[config.mk]
export PLATFORM = sky130hd
export DESIGN_NAME = ordered_list_engine_unit
export DESIGN_NICKNAME = d
export VERILOG_FILES = /design/src/sv/ole_pkg.sv /design/src/sv/ole_ram.sv /design/src/sv/ole_front.sv /design/src/sv/ole_back.sv /design/src/sv/ordered_list_engine_unit.sv
export VERILOG_INCLUDE_DIRS = /design/src /design/src/sv
export SDC_FILE = /design/constraint.sdc
export NUM_CORES = 2
export LEC_CHECK = 0
export ABC_AREA = 0
export CAP_MARGIN = 20
export CORE_MARGIN = 10
export CORE_UTILIZATION = 53
export DETAILED_ROUTE_END_ITERATION = 12
export DONT_BUFFER_PORTS = 1
export PLACE_DENSITY = 0.8
export SLEW_MARGIN = 10
export SYNTH_ARGS = -nofsm -noshare
export SYNTH_HDL_FRONTEND = slang
export SYNTH_SLANG_ARGS = --single-unit
[constraint.sdc]
create_clock -name clock -period 7.2 [get_ports clock]
set_input_delay 1.44 -clock clock [delete_from_list [all_inputs] [get_ports clock]]
set_output_delay 1.44 -clock clock [all_outputs]
set_load 0.05 [all_outputs]
[src/sv/ordered_list_engine_unit_assert.svh]
// Assertion helpers shared by the list engine RTL.
`ifndef ORDERED_LIST_ENGINE_UNIT_ASSERT_SVH
`define ORDERED_LIST_ENGINE_UNIT_ASSERT_SVH

// same-cycle implication
`define OLE_ASSERT_IMPLY(lbl, clk, rst, ante, cons) \
   lbl: assert property (@(posedge clk) disable iff (rst) (ante) |-> (cons)) \
      else $error("ole: implication check failed");

// next-cycle implication
`define OLE_ASSERT_NEXT(lbl, clk, rst, ante, cons) \
   lbl: assert property (@(posedge clk) disable iff (rst) (ante) |=> (cons)) \
      else $error("ole: next-cycle check failed");

`endif

[src/sv/ole_pkg.sv]
package ole_pkg;

   localparam int CAPACITY_DEF = 64;
   localparam int VALUE_W      = 32;
   localparam int COUNT_W      = 7;

   localparam logic [1:0] ST_OK       = 2'd0;
   localparam logic [1:0] ST_EMPTY    = 2'd1;
   localparam logic [1:0] ST_FULL     = 2'd2;
   localparam logic [1:0] ST_NOTFOUND = 2'd3;

   localparam logic [COUNT_W-1:0] COUNT_MAX = '1;

   typedef enum logic [1:0] {
      K_APPEND = 2'd0,
      K_DELETE = 2'd1,
      K_COUNT  = 2'd2,
      K_LIST   = 2'd3
   } kind_type;

   typedef struct packed {
      kind_type                   kind;
      logic signed [VALUE_W-1:0]  value;
   } cmd_type;

endpackage

[src/sv/ole_ram.sv]
module ole_ram #(
   parameter int WIDTH = 8,
   parameter int DEPTH = 64
) (
   input  logic                     clock,
   input  logic                     wr_en,
   input  logic [$clog2(DEPTH)-1:0] wr_addr,
   input  logic [WIDTH-1:0]         wr_data,
   input  logic [$clog2(DEPTH)-1:0] rd_addr,
   output logic [WIDTH-1:0]         rd_data
);

   logic [WIDTH-1:0] mem [DEPTH];
   logic [WIDTH-1:0] rd_data_ff;

   always_ff @(posedge clock) begin
      if (wr_en) begin
         mem[wr_addr] <= wr_data;
      end
      rd_data_ff <= mem[rd_addr];
   end

   assign rd_data = rd_data_ff;

endmodule

[src/sv/ole_front.sv]
module ole_front import ole_pkg::*; (
   input  logic                      clock,
   input  logic                      reset,
   input  logic                      req_valid,
   output logic                      req_stall,
   input  logic [1:0]                req_type,
   input  logic signed [VALUE_W-1:0] req_item_value,
   output logic                      q_valid,
   output cmd_type                   q_cmd,
   input  logic                      q_pop
);

   cmd_type    ent_ff [2];
   logic       wr_ptr_ff, wr_ptr_in;
   logic       rd_ptr_ff, rd_ptr_in;
   logic [1:0] cnt_ff, cnt_in;
   logic       push;
   cmd_type    new_cmd;

   assign req_stall = (cnt_ff == 2'd2);
   assign push      = req_valid && !req_stall;
   assign q_valid   = (cnt_ff != 2'd0);
   assign q_cmd     = ent_ff[rd_ptr_ff];

   always_comb begin
      new_cmd.kind  = kind_type'(req_type);
      new_cmd.value = req_item_value;
      wr_ptr_in     = push ? !wr_ptr_ff : wr_ptr_ff;
      rd_ptr_in     = q_pop ? !rd_ptr_ff : rd_ptr_ff;
      cnt_in        = cnt_ff;
      if (push && !q_pop) begin
         cnt_in = cnt_ff + 2'd1;
      end else if (!push && q_pop) begin
         cnt_in = cnt_ff - 2'd1;
      end
   end

   always_ff @(posedge clock) begin
      if (push) begin
         ent_ff[wr_ptr_ff] <= new_cmd;
      end
   end

   always_ff @(posedge clock) begin
      if (reset) begin
         wr_ptr_ff <= 1'b0;
         rd_ptr_ff <= 1'b0;
         cnt_ff    <= 2'd0;
      end else begin
         wr_ptr_ff <= wr_ptr_in;
         rd_ptr_ff <= rd_ptr_in;
         cnt_ff    <= cnt_in;
      end
   end

endmodule

[src/sv/ole_back.sv]
module ole_back import ole_pkg::*; #(
   parameter int CAPACITY = CAPACITY_DEF
) (
   input  logic                      clock,
   input  logic                      reset,
   input  logic                      q_valid,
   input  cmd_type                   q_cmd,
   output logic                      q_pop,
   output logic                      rsp_valid,
   input  logic                      rsp_stall,
   output logic [1:0]                rsp_status,
   output logic [COUNT_W-1:0]        rsp_match_count,
   output logic signed [VALUE_W-1:0] rsp_out_value,
   output logic                      rsp_last_flag
);

   localparam int PW = $clog2(CAPACITY + 1);
   localparam int AW = $clog2(CAPACITY);
   localparam logic [PW-1:0] NIL  = PW'(CAPACITY);
   localparam logic [PW-1:0] LAST = PW'(CAPACITY - 1);

   typedef enum logic [6:0] {
      S_IDLE     = 7'b0000001,
      S_START    = 7'b0000010,
      S_APP_RD   = 7'b0000100,
      S_APP_WR   = 7'b0001000,
      S_APP_LINK = 7'b0010000,
      S_WALK     = 7'b0100000,
      S_DEL_FREE = 7'b1000000
   } state_type;

   state_type state_ff, state_in;
   cmd_type   cmd_ff, cmd_in;
   logic [PW-1:0] head_ff, head_in, tail_ff, tail_in, free_ff, free_in;
   logic [PW-1:0] fresh_ff, fresh_in, len_ff, len_in;
   logic [PW-1:0] cur_ff, cur_in, prev_ff, prev_in, steps_ff, steps_in;
   logic [PW-1:0] node_ff, node_in, otail_ff, otail_in;
   logic [COUNT_W-1:0] cnt_ff, cnt_in, cnt_nx;

   logic                      ov_ff, ov_in;
   logic [1:0]                ost_ff, ost_in;
   logic [COUNT_W-1:0]        ocnt_ff, ocnt_in;
   logic signed [VALUE_W-1:0] oval_ff, oval_in;
   logic                      olast_ff, olast_in;

   logic [AW-1:0]      raddr, val_wa, link_wa;
   logic               val_we, link_we;
   logic [PW-1:0]      link_wd, link_rd;
   logic [VALUE_W-1:0] val_rd;

   logic out_free, emit, head_ok, tail_ok, free_ok, prev_ok, nx_ok, end_w, hit, advance;
   logic [1:0]                e_st;
   logic [COUNT_W-1:0]        e_cnt;
   logic signed [VALUE_W-1:0] e_val;
   logic                      e_last;

   ole_ram #(.WIDTH(VALUE_W), .DEPTH(CAPACITY)) u_value_ram (
      .clock   (clock),
      .wr_en   (val_we),
      .wr_addr (val_wa),
      .wr_data (cmd_ff.value),
      .rd_addr (raddr),
      .rd_data (val_rd)
   );

   ole_ram #(.WIDTH(PW), .DEPTH(CAPACITY)) u_link_ram (
      .clock   (clock),
      .wr_en   (link_we),
      .wr_addr (link_wa),
      .wr_data (link_wd),
      .rd_addr (raddr),
      .rd_data (link_rd)
   );

   assign out_free = !ov_ff || !rsp_stall;
   assign head_ok  = head_ff < NIL;
   assign tail_ok  = tail_ff < NIL;
   assign free_ok  = free_ff < NIL;
   assign prev_ok  = prev_ff < NIL;
   assign nx_ok    = link_rd < NIL;
   assign end_w    = !nx_ok || (steps_ff == LAST);
   assign hit      = (val_rd == cmd_ff.value);
   assign cnt_nx   = (hit && cnt_ff != COUNT_MAX) ? cnt_ff + COUNT_W'(1) : cnt_ff;

   always_comb begin
      state_in = state_ff;
      cmd_in   = cmd_ff;
      head_in  = head_ff;
      tail_in  = tail_ff;
      free_in  = free_ff;
      fresh_in = fresh_ff;
      len_in   = len_ff;
      cur_in   = cur_ff;
      prev_in  = prev_ff;
      steps_in = steps_ff;
      node_in  = node_ff;
      otail_in = otail_ff;
      cnt_in   = cnt_ff;
      q_pop    = 1'b0;
      val_we   = 1'b0;
      val_wa   = node_ff[AW-1:0];
      link_we  = 1'b0;
      link_wa  = cur_ff[AW-1:0];
      link_wd  = NIL;
      raddr    = cur_ff[AW-1:0];
      emit     = 1'b0;
      e_st     = ST_OK;
      e_cnt    = '0;
      e_val    = cmd_ff.value;
      e_last   = 1'b1;
      advance  = 1'b0;

      unique case (state_ff)
         S_IDLE: begin
            if (q_valid) begin
               q_pop    = 1'b1;
               cmd_in   = q_cmd;
               state_in = S_START;
            end
         end
         S_START: begin
            if (cmd_ff.kind == K_APPEND) begin
               if (len_ff == NIL || (!free_ok && fresh_ff >= NIL)) begin
                  if (out_free) begin
                     emit     = 1'b1;
                     e_st     = ST_FULL;
                     state_in = S_IDLE;
                  end
               end else if (free_ok) begin
                  raddr    = free_ff[AW-1:0];
                  node_in  = free_ff;
                  state_in = S_APP_RD;
               end else begin
                  node_in  = fresh_ff;
                  fresh_in = fresh_ff + PW'(1);
                  state_in = S_APP_WR;
               end
            end else if (!head_ok) begin
               if (out_free) begin
                  emit     = 1'b1;
                  e_st     = ST_EMPTY;
                  state_in = S_IDLE;
               end
            end else begin
               raddr    = head_ff[AW-1:0];
               cur_in   = head_ff;
               prev_in  = NIL;
               steps_in = '0;
               cnt_in   = '0;
               state_in = S_WALK;
            end
         end
         S_APP_RD: begin
            free_in  = link_rd;
            state_in = S_APP_WR;
         end
         S_APP_WR: begin
            if (out_free) begin
               val_we  = 1'b1;
               link_we = 1'b1;
               link_wa = node_ff[AW-1:0];
               emit    = 1'b1;
               tail_in = node_ff;
               len_in  = len_ff + PW'(1);
               if (!head_ok || !tail_ok) begin
                  head_in  = node_ff;
                  state_in = S_IDLE;
               end else begin
                  otail_in = tail_ff;
                  state_in = S_APP_LINK;
               end
            end
         end
         S_APP_LINK: begin
            link_we  = 1'b1;
            link_wa  = otail_ff[AW-1:0];
            link_wd  = node_ff;
            state_in = S_IDLE;
         end
         S_WALK: begin
            // one node per cycle while the result register is free; the read address follows the link just read
            if (out_free) begin
               case (cmd_ff.kind)
                  K_COUNT: begin
                     cnt_in = cnt_nx;
                     if (end_w) begin
                        emit     = 1'b1;
                        e_st     = (cnt_nx != '0) ? ST_OK : ST_NOTFOUND;
                        e_cnt    = cnt_nx;
                        state_in = S_IDLE;
                     end else begin
                        advance = 1'b1;
                     end
                  end
                  K_DELETE: begin
                     if (hit) begin
                        if (prev_ok) begin
                           link_we = 1'b1;
                           link_wa = prev_ff[AW-1:0];
                           link_wd = link_rd;
                        end else begin
                           head_in = link_rd;
                        end
                        if (tail_ff == cur_ff) begin
                           tail_in = prev_ff;
                        end
                        if (!prev_ok && !nx_ok) begin
                           tail_in = NIL;
                        end
                        if (len_ff != '0) begin
                           len_in = len_ff - PW'(1);
                        end
                        emit     = 1'b1;
                        state_in = S_DEL_FREE;
                     end else if (end_w) begin
                        emit     = 1'b1;
                        e_st     = ST_NOTFOUND;
                        state_in = S_IDLE;
                     end else begin
                        advance = 1'b1;
                     end
                  end
                  K_LIST: begin
                     emit   = 1'b1;
                     e_val  = val_rd;
                     e_last = end_w;
                     if (end_w) begin
                        state_in = S_IDLE;
                     end else begin
                        advance = 1'b1;
                     end
                  end
                  default: begin
                     state_in = S_IDLE;
                  end
               endcase
            end
            if (advance) begin
               raddr    = link_rd[AW-1:0];
               cur_in   = link_rd;
               prev_in  = cur_ff;
               steps_in = steps_ff + PW'(1);
            end
         end
         S_DEL_FREE: begin
            link_we  = 1'b1;
            link_wd  = free_ff;
            free_in  = cur_ff;
            state_in = S_IDLE;
         end
         default: begin
            state_in = S_IDLE;
         end
      endcase

      ov_in    = ov_ff;
      ost_in   = ost_ff;
      ocnt_in  = ocnt_ff;
      oval_in  = oval_ff;
      olast_in = olast_ff;
      if (emit) begin
         ov_in    = 1'b1;
         ost_in   = e_st;
         ocnt_in  = e_cnt;
         oval_in  = e_val;
         olast_in = e_last;
      end else if (!rsp_stall) begin
         ov_in = 1'b0;
      end
   end

   always_ff @(posedge clock) begin
      cmd_ff   <= cmd_in;
      cur_ff   <= cur_in;
      prev_ff  <= prev_in;
      steps_ff <= steps_in;
      node_ff  <= node_in;
      otail_ff <= otail_in;
      cnt_ff   <= cnt_in;
      ost_ff   <= ost_in;
      ocnt_ff  <= ocnt_in;
      oval_ff  <= oval_in;
      olast_ff <= olast_in;
   end

   always_ff @(posedge clock) begin
      if (reset) begin
         state_ff <= S_IDLE;
         head_ff  <= NIL;
         tail_ff  <= NIL;
         free_ff  <= NIL;
         fresh_ff <= '0;
         len_ff   <= '0;
         ov_ff    <= 1'b0;
      end else begin
         state_ff <= state_in;
         head_ff  <= head_in;
         tail_ff  <= tail_in;
         free_ff  <= free_in;
         fresh_ff <= fresh_in;
         len_ff   <= len_in;
         ov_ff    <= ov_in;
      end
   end

   assign rsp_valid       = ov_ff;
   assign rsp_status      = ost_ff;
   assign rsp_match_count = ocnt_ff;
   assign rsp_out_value   = oval_ff;
   assign rsp_last_flag   = olast_ff;

endmodule

[src/sv/ordered_list_engine_unit.sv]
// channel   | handshake            | payload
// ----------+----------------------+---------------------------------------------
// request   | req_valid, req_stall | req_type, req_item_value
// result    | rsp_valid, rsp_stall | rsp_status, rsp_match_count, rsp_out_value,
//           |                      | rsp_last_flag
//
// Append runs start, a free-list read when a freed node is reused, the write and,
// for a non-empty list, a link of the old tail. Delete, count and list walk from
// the head, up to CAPACITY nodes, and delete then frees a matched node; the walk is set
// by one link RAM read per cycle. A 2-entry request queue lets new requests in meanwhile.
// Reset does no memory clearing pass. rsp_stall holds the walk in place while the result register is full.
`include "ordered_list_engine_unit_assert.svh"

module ordered_list_engine_unit import ole_pkg::*; #(
   parameter int CAPACITY = CAPACITY_DEF
) (
   input  logic                      clock,
   input  logic                      reset,
   input  logic                      req_valid,
   output logic                      req_stall,
   input  logic [1:0]                req_type,
   input  logic signed [VALUE_W-1:0] req_item_value,
   output logic                      rsp_valid,
   input  logic                      rsp_stall,
   output logic [1:0]                rsp_status,
   output logic [COUNT_W-1:0]        rsp_match_count,
   output logic signed [VALUE_W-1:0] rsp_out_value,
   output logic                      rsp_last_flag
);

   logic    q_valid, q_pop;
   cmd_type q_cmd;

   ole_front u_front (
      .clock          (clock),
      .reset          (reset),
      .req_valid      (req_valid),
      .req_stall      (req_stall),
      .req_type       (req_type),
      .req_item_value (req_item_value),
      .q_valid        (q_valid),
      .q_cmd          (q_cmd),
      .q_pop          (q_pop)
   );

   ole_back #(.CAPACITY(CAPACITY)) u_back (
      .clock           (clock),
      .reset           (reset),
      .q_valid         (q_valid),
      .q_cmd           (q_cmd),
      .q_pop           (q_pop),
      .rsp_valid       (rsp_valid),
      .rsp_stall       (rsp_stall),
      .rsp_status      (rsp_status),
      .rsp_match_count (rsp_match_count),
      .rsp_out_value   (rsp_out_value),
      .rsp_last_flag   (rsp_last_flag)
   );

   `OLE_ASSERT_IMPLY(a_pop_has_item, clock, reset, q_pop, q_valid)
   `OLE_ASSERT_IMPLY(a_err_is_last, clock, reset, rsp_valid && rsp_status != ST_OK, rsp_last_flag)
   `OLE_ASSERT_IMPLY(a_count_ok, clock, reset, rsp_valid && rsp_match_count != '0, rsp_status == ST_OK)

endmodule
==> flow_metrics.tcl <==
set metrics [dict create \
    cellLeakagePower_nw 41.5 \
    core_region_area_um2 207000 \
    postPlaceCellArea_um2 115000 \
    synth-xor-area-share_pct 0.514 \
    synth-compound-area-share_pct 8.26 \
    clk_latency_ns 0.95 \
    cts_setup_buffers 0 \
    finalClockSkew_ns 0.0521 \
    global_route.usage.total_pct 26.2 \
    ys_warn_count 0 \
    wirelength_mm 311 \
    setup_tns_ns 0 \
    netlist-cell-type-count 93 \
    count_of_final_hold_check_violations 0 \
    pwr_dens_nw_per_um2 307 \
    report.final.setup_viol 0 \
    finalNetCount 7117 \
    global_route_wire_length_before_repair_mm 448 \
    final_common_cell "edfxtp_1" \
    worst_setup_path_end_kind "flip-flop" \
    cts.root.buffer_cell "clkbuf_16" \
    period_share_pct 84.0 \
    synth_cells 7074 \
    layout-drive-gt1-share_pct 11.6 \
    post_cts.resized_instances 0 \
    globalRoute.totalOverflow 0 \
    arrival_ns 6.58 \
    grt_max_degree 193 \
    most-common-layout-cells "edfxtp_1, nand2_1, mux2i_1" \
    startpoint_type "flip-flop" \
    cts-htree-levels 5 \
    die_area_um2 228000 \
    synth_edf_count 2681 \
    initial_core_util_pct 53.4 \
    synthesis.area_per_instance_um2 15.7 \
    detail_route.drc_violations 0 \
    numCtsBuffers 288 \
    maxSlewHeadroom_pct 20.0 \
    die_w_um 477 \
    run_status "finished clean" \
    worstPathRequired_ns 7.73 \
    cts.clk_slew.worst_paths_ns 0.06 \
    synth_adder_area_share_pct 0.165 \
    synth_async_sr_flop_share_pct 0 \
    drt_iter0_markers 11400 \
    port-buffer-count 0 \
    sequential_area_share_after_synthesis_pct 74.2 \
    multi_input_comb_area_um2 27000 \
    route.detailed.vias_per_inst 6.80 \
    hpwl_mm 179 \
    main_combinational_cell_family_by_area_after_synthesis "compound AO/OA/AOI/OAI gates" \
    grt_antenna_before_repair 21 \
    antenna_left 0 \
    multiplexer_share_of_the_synthesized_area_pct 7.61 \
    hold_path_class "flip-flop to flip-flop" \
    avgRoutedWirePerCell_um 31.0 \
    gp_congestion 0.936 \
    synth_simple_gate_area_share_pct 7.13 \
    grt_setup_unrepaired "no" \
    timing.setup.critical_path_class "flip-flop to flip-flop" \
    cts_hold_repair.buffers 0 \
    layout-area-overhead-vs-synth_pct 11.6 \
    cts_num_sinks 2767 \
    slew_viol_final 0 \
    firstDrtPassIters 7 \
    power.total_mw 38.0 \
    nFillCells 14300 \
    die_h_um 477 \
    drv.max_cap_violation_count 0 \
    fp_rows 167 \
    design.portCount 82 \
    grt_pass1_vias 65900 \
    cts_tree "done" \
    crit_fanout 9 \
    min_cycle_time_layout_ns 6.05 \
    timing_worst_slew_pin_value_ns 1.20 \
    syn_nets 7126 \
    postSynth.topFlopCell "edfxtp_1" \
    area.sequential_um2 82200 \
    cts-root-to-sink-buffers 4 \
    maximum_clock_frequency_mhz 165 \
    dr_total_vias 68400 \
    finalInstanceArea_um2 124000 \
    peakVddDrop_mv 0.327 \
    number_of_synthesized_register_bits 2767 \
    syn_area_um2 111000 \
]
==> metrics by stage <==
step / setup slack (ns) / util (%) / cells / hold WS (ns)
global placement: 1.36 / 55.3 / 9558 / 0.463
global route: 1.11 / 59.6 / 10100 / 0.502
finish: 1.15 / 59.6 / 10100 / 0.487
detailed placement: 1.22 / 55.3 / 9559 / 0.475
floorplan: 1.51 / - / 7074 / 0.437
CTS: 1.46 / 59.6 / 10000 / 0.484
==> sequential cells by signal, summed over array words and instances, names as in the netlist, 6 cells and up <==
| signal | count |
|---|---|
| u_back.rsp_out_value | 32 |
| u_back.fresh_ff | 7 |
| u_back.steps_ff | 7 |
| u_back.head_ff | 7 |
| u_back.u_value_ram.mem | 2048 |
| u_back.node_ff | 7 |
| u_back.tail_ff | 7 |
| u_back.u_value_ram.rd_data | 32 |
| u_back.rsp_match_count | 7 |
| u_back.otail_ff | 6 |
| u_back.free_ff | 7 |
| u_back.state_ff | 7 |
| u_back.u_link_ram.mem | 448 |
| u_back.cmd_ff | 34 |
| u_back.u_link_ram.rd_data | 7 |
| u_back.prev_ff | 7 |
| u_back.len_ff | 7 |
| u_back.cnt_ff | 7 |
| u_back.cur_ff | 7 |
| u_front.ent_ff | 68 |
==> final timing paths <==
check                           slack, ns  cells past startpoint                           end                           start
worst min-delay path                 0.49                      0            u_back.otail_ff[5]               u_back.tail_ff[5]
worst max register to register       1.15                     11  u_back.u_link_ram.mem[55][5]  u_back.u_value_ram.rd_data[24]
worst max-delay path                 1.15                     11  u_back.u_link_ram.mem[55][5]  u_back.u_value_ram.rd_data[24]
worst min register to register       0.49                      0            u_back.otail_ff[5]               u_back.tail_ff[5]
==> power by group <==
part	switching (mW)	internal [mW]
sequential	0.379	19.3
combinational	3.10	0.856
clock	5.96	8.41
total	9.44	28.5
==> synth_stat cells (15+ instances only) <==
master | number | share of area [%]
a2111oi_0 | 16 | 0.13
a211o_1 | 34 | 0.27
a211oi_1 | 298 | 2.0
a21oi_1 | 87 | 0.39
a221o_1 | 16 | 0.14
a221oi_1 | 61 | 0.48
a22o_1 | 40 | 0.32
a22oi_1 | 97 | 0.66
a311oi_1 | 110 | 0.87
a31o_1 | 21 | 0.17
a31oi_1 | 138 | 0.78
and3_1 | 235 | 1.3
buf_1 | 38 | 0.13
buf_2 | 162 | 0.73
buf_4 | 41 | 0.28
clkbuf_1 | 261 | 0.88
dfxtp_1 | 86 | 1.6
edfxtp_1 | 2681 | 73
inv_1 | 16 | 0.054
mux2_2 | 110 | 1.1
mux2i_1 | 639 | 5.8
mux4_2 | 34 | 0.69
nand2_1 | 647 | 2.2
nand3_1 | 310 | 1.4
nand4_1 | 37 | 0.21
nand4b_1 | 16 | 0.13
nor2_1 | 218 | 0.74
nor4_1 | 38 | 0.21
o211ai_1 | 19 | 0.13
o21ai_0 | 248 | 1.1
o221ai_1 | 30 | 0.24
or4_1 | 22 | 0.15
xnor2_1 | 15 | 0.12
xor2_1 | 50 | 0.40
==> logic make-up (layout without fill, tap and decap cells) <==
logic type	Yosys count	in the layout
other	0	4
multiplexers	785	785
buffers and inverters	524	715
adder cells (fa/ha/maj)	14	14
XOR/XNOR	65	65
flip-flops	2767	2767
AND/OR/NAND/NOR	1635	1635
AO/OA/AOI/OAI	1284	1284
==> cell type report <==
type	count	share of cell area, %
clock inverters	118	0.935
inverters	17	0.0516
well taps	2788	2.82
repair buffers	208	1.62
multi-input cells	3783	21.8
flip-flops and latches	2767	66.5
clock buffers	372	6.28
diodes	4	0.00809
==> critical path: stages, from the launching register on <==
cell     delay (ns)
dfxtp_1        0.69
xor2_1         0.23
nor4_1         0.81
nand4_1        0.45
nor2_1         0.64
nand2_1        0.13
buf_4          0.24
nor3_1         0.66
a221o_1        0.28
and2_1         0.23
nand3_1        0.53
nor2_1         0.73
==> per-layer routing <==
layer / up-vias / wire, um / track usage (%)
li1: 28000 / - / -
met1: 33500 / 108000 / 34.2
met2: 5665 / 140000 / 39.6
met3: 1124 / 42700 / 7.18
met4: 24 / 20800 / 15.1
met5: - / 179 / 0
No activity file was read; power rests on OpenSTA's default activity.
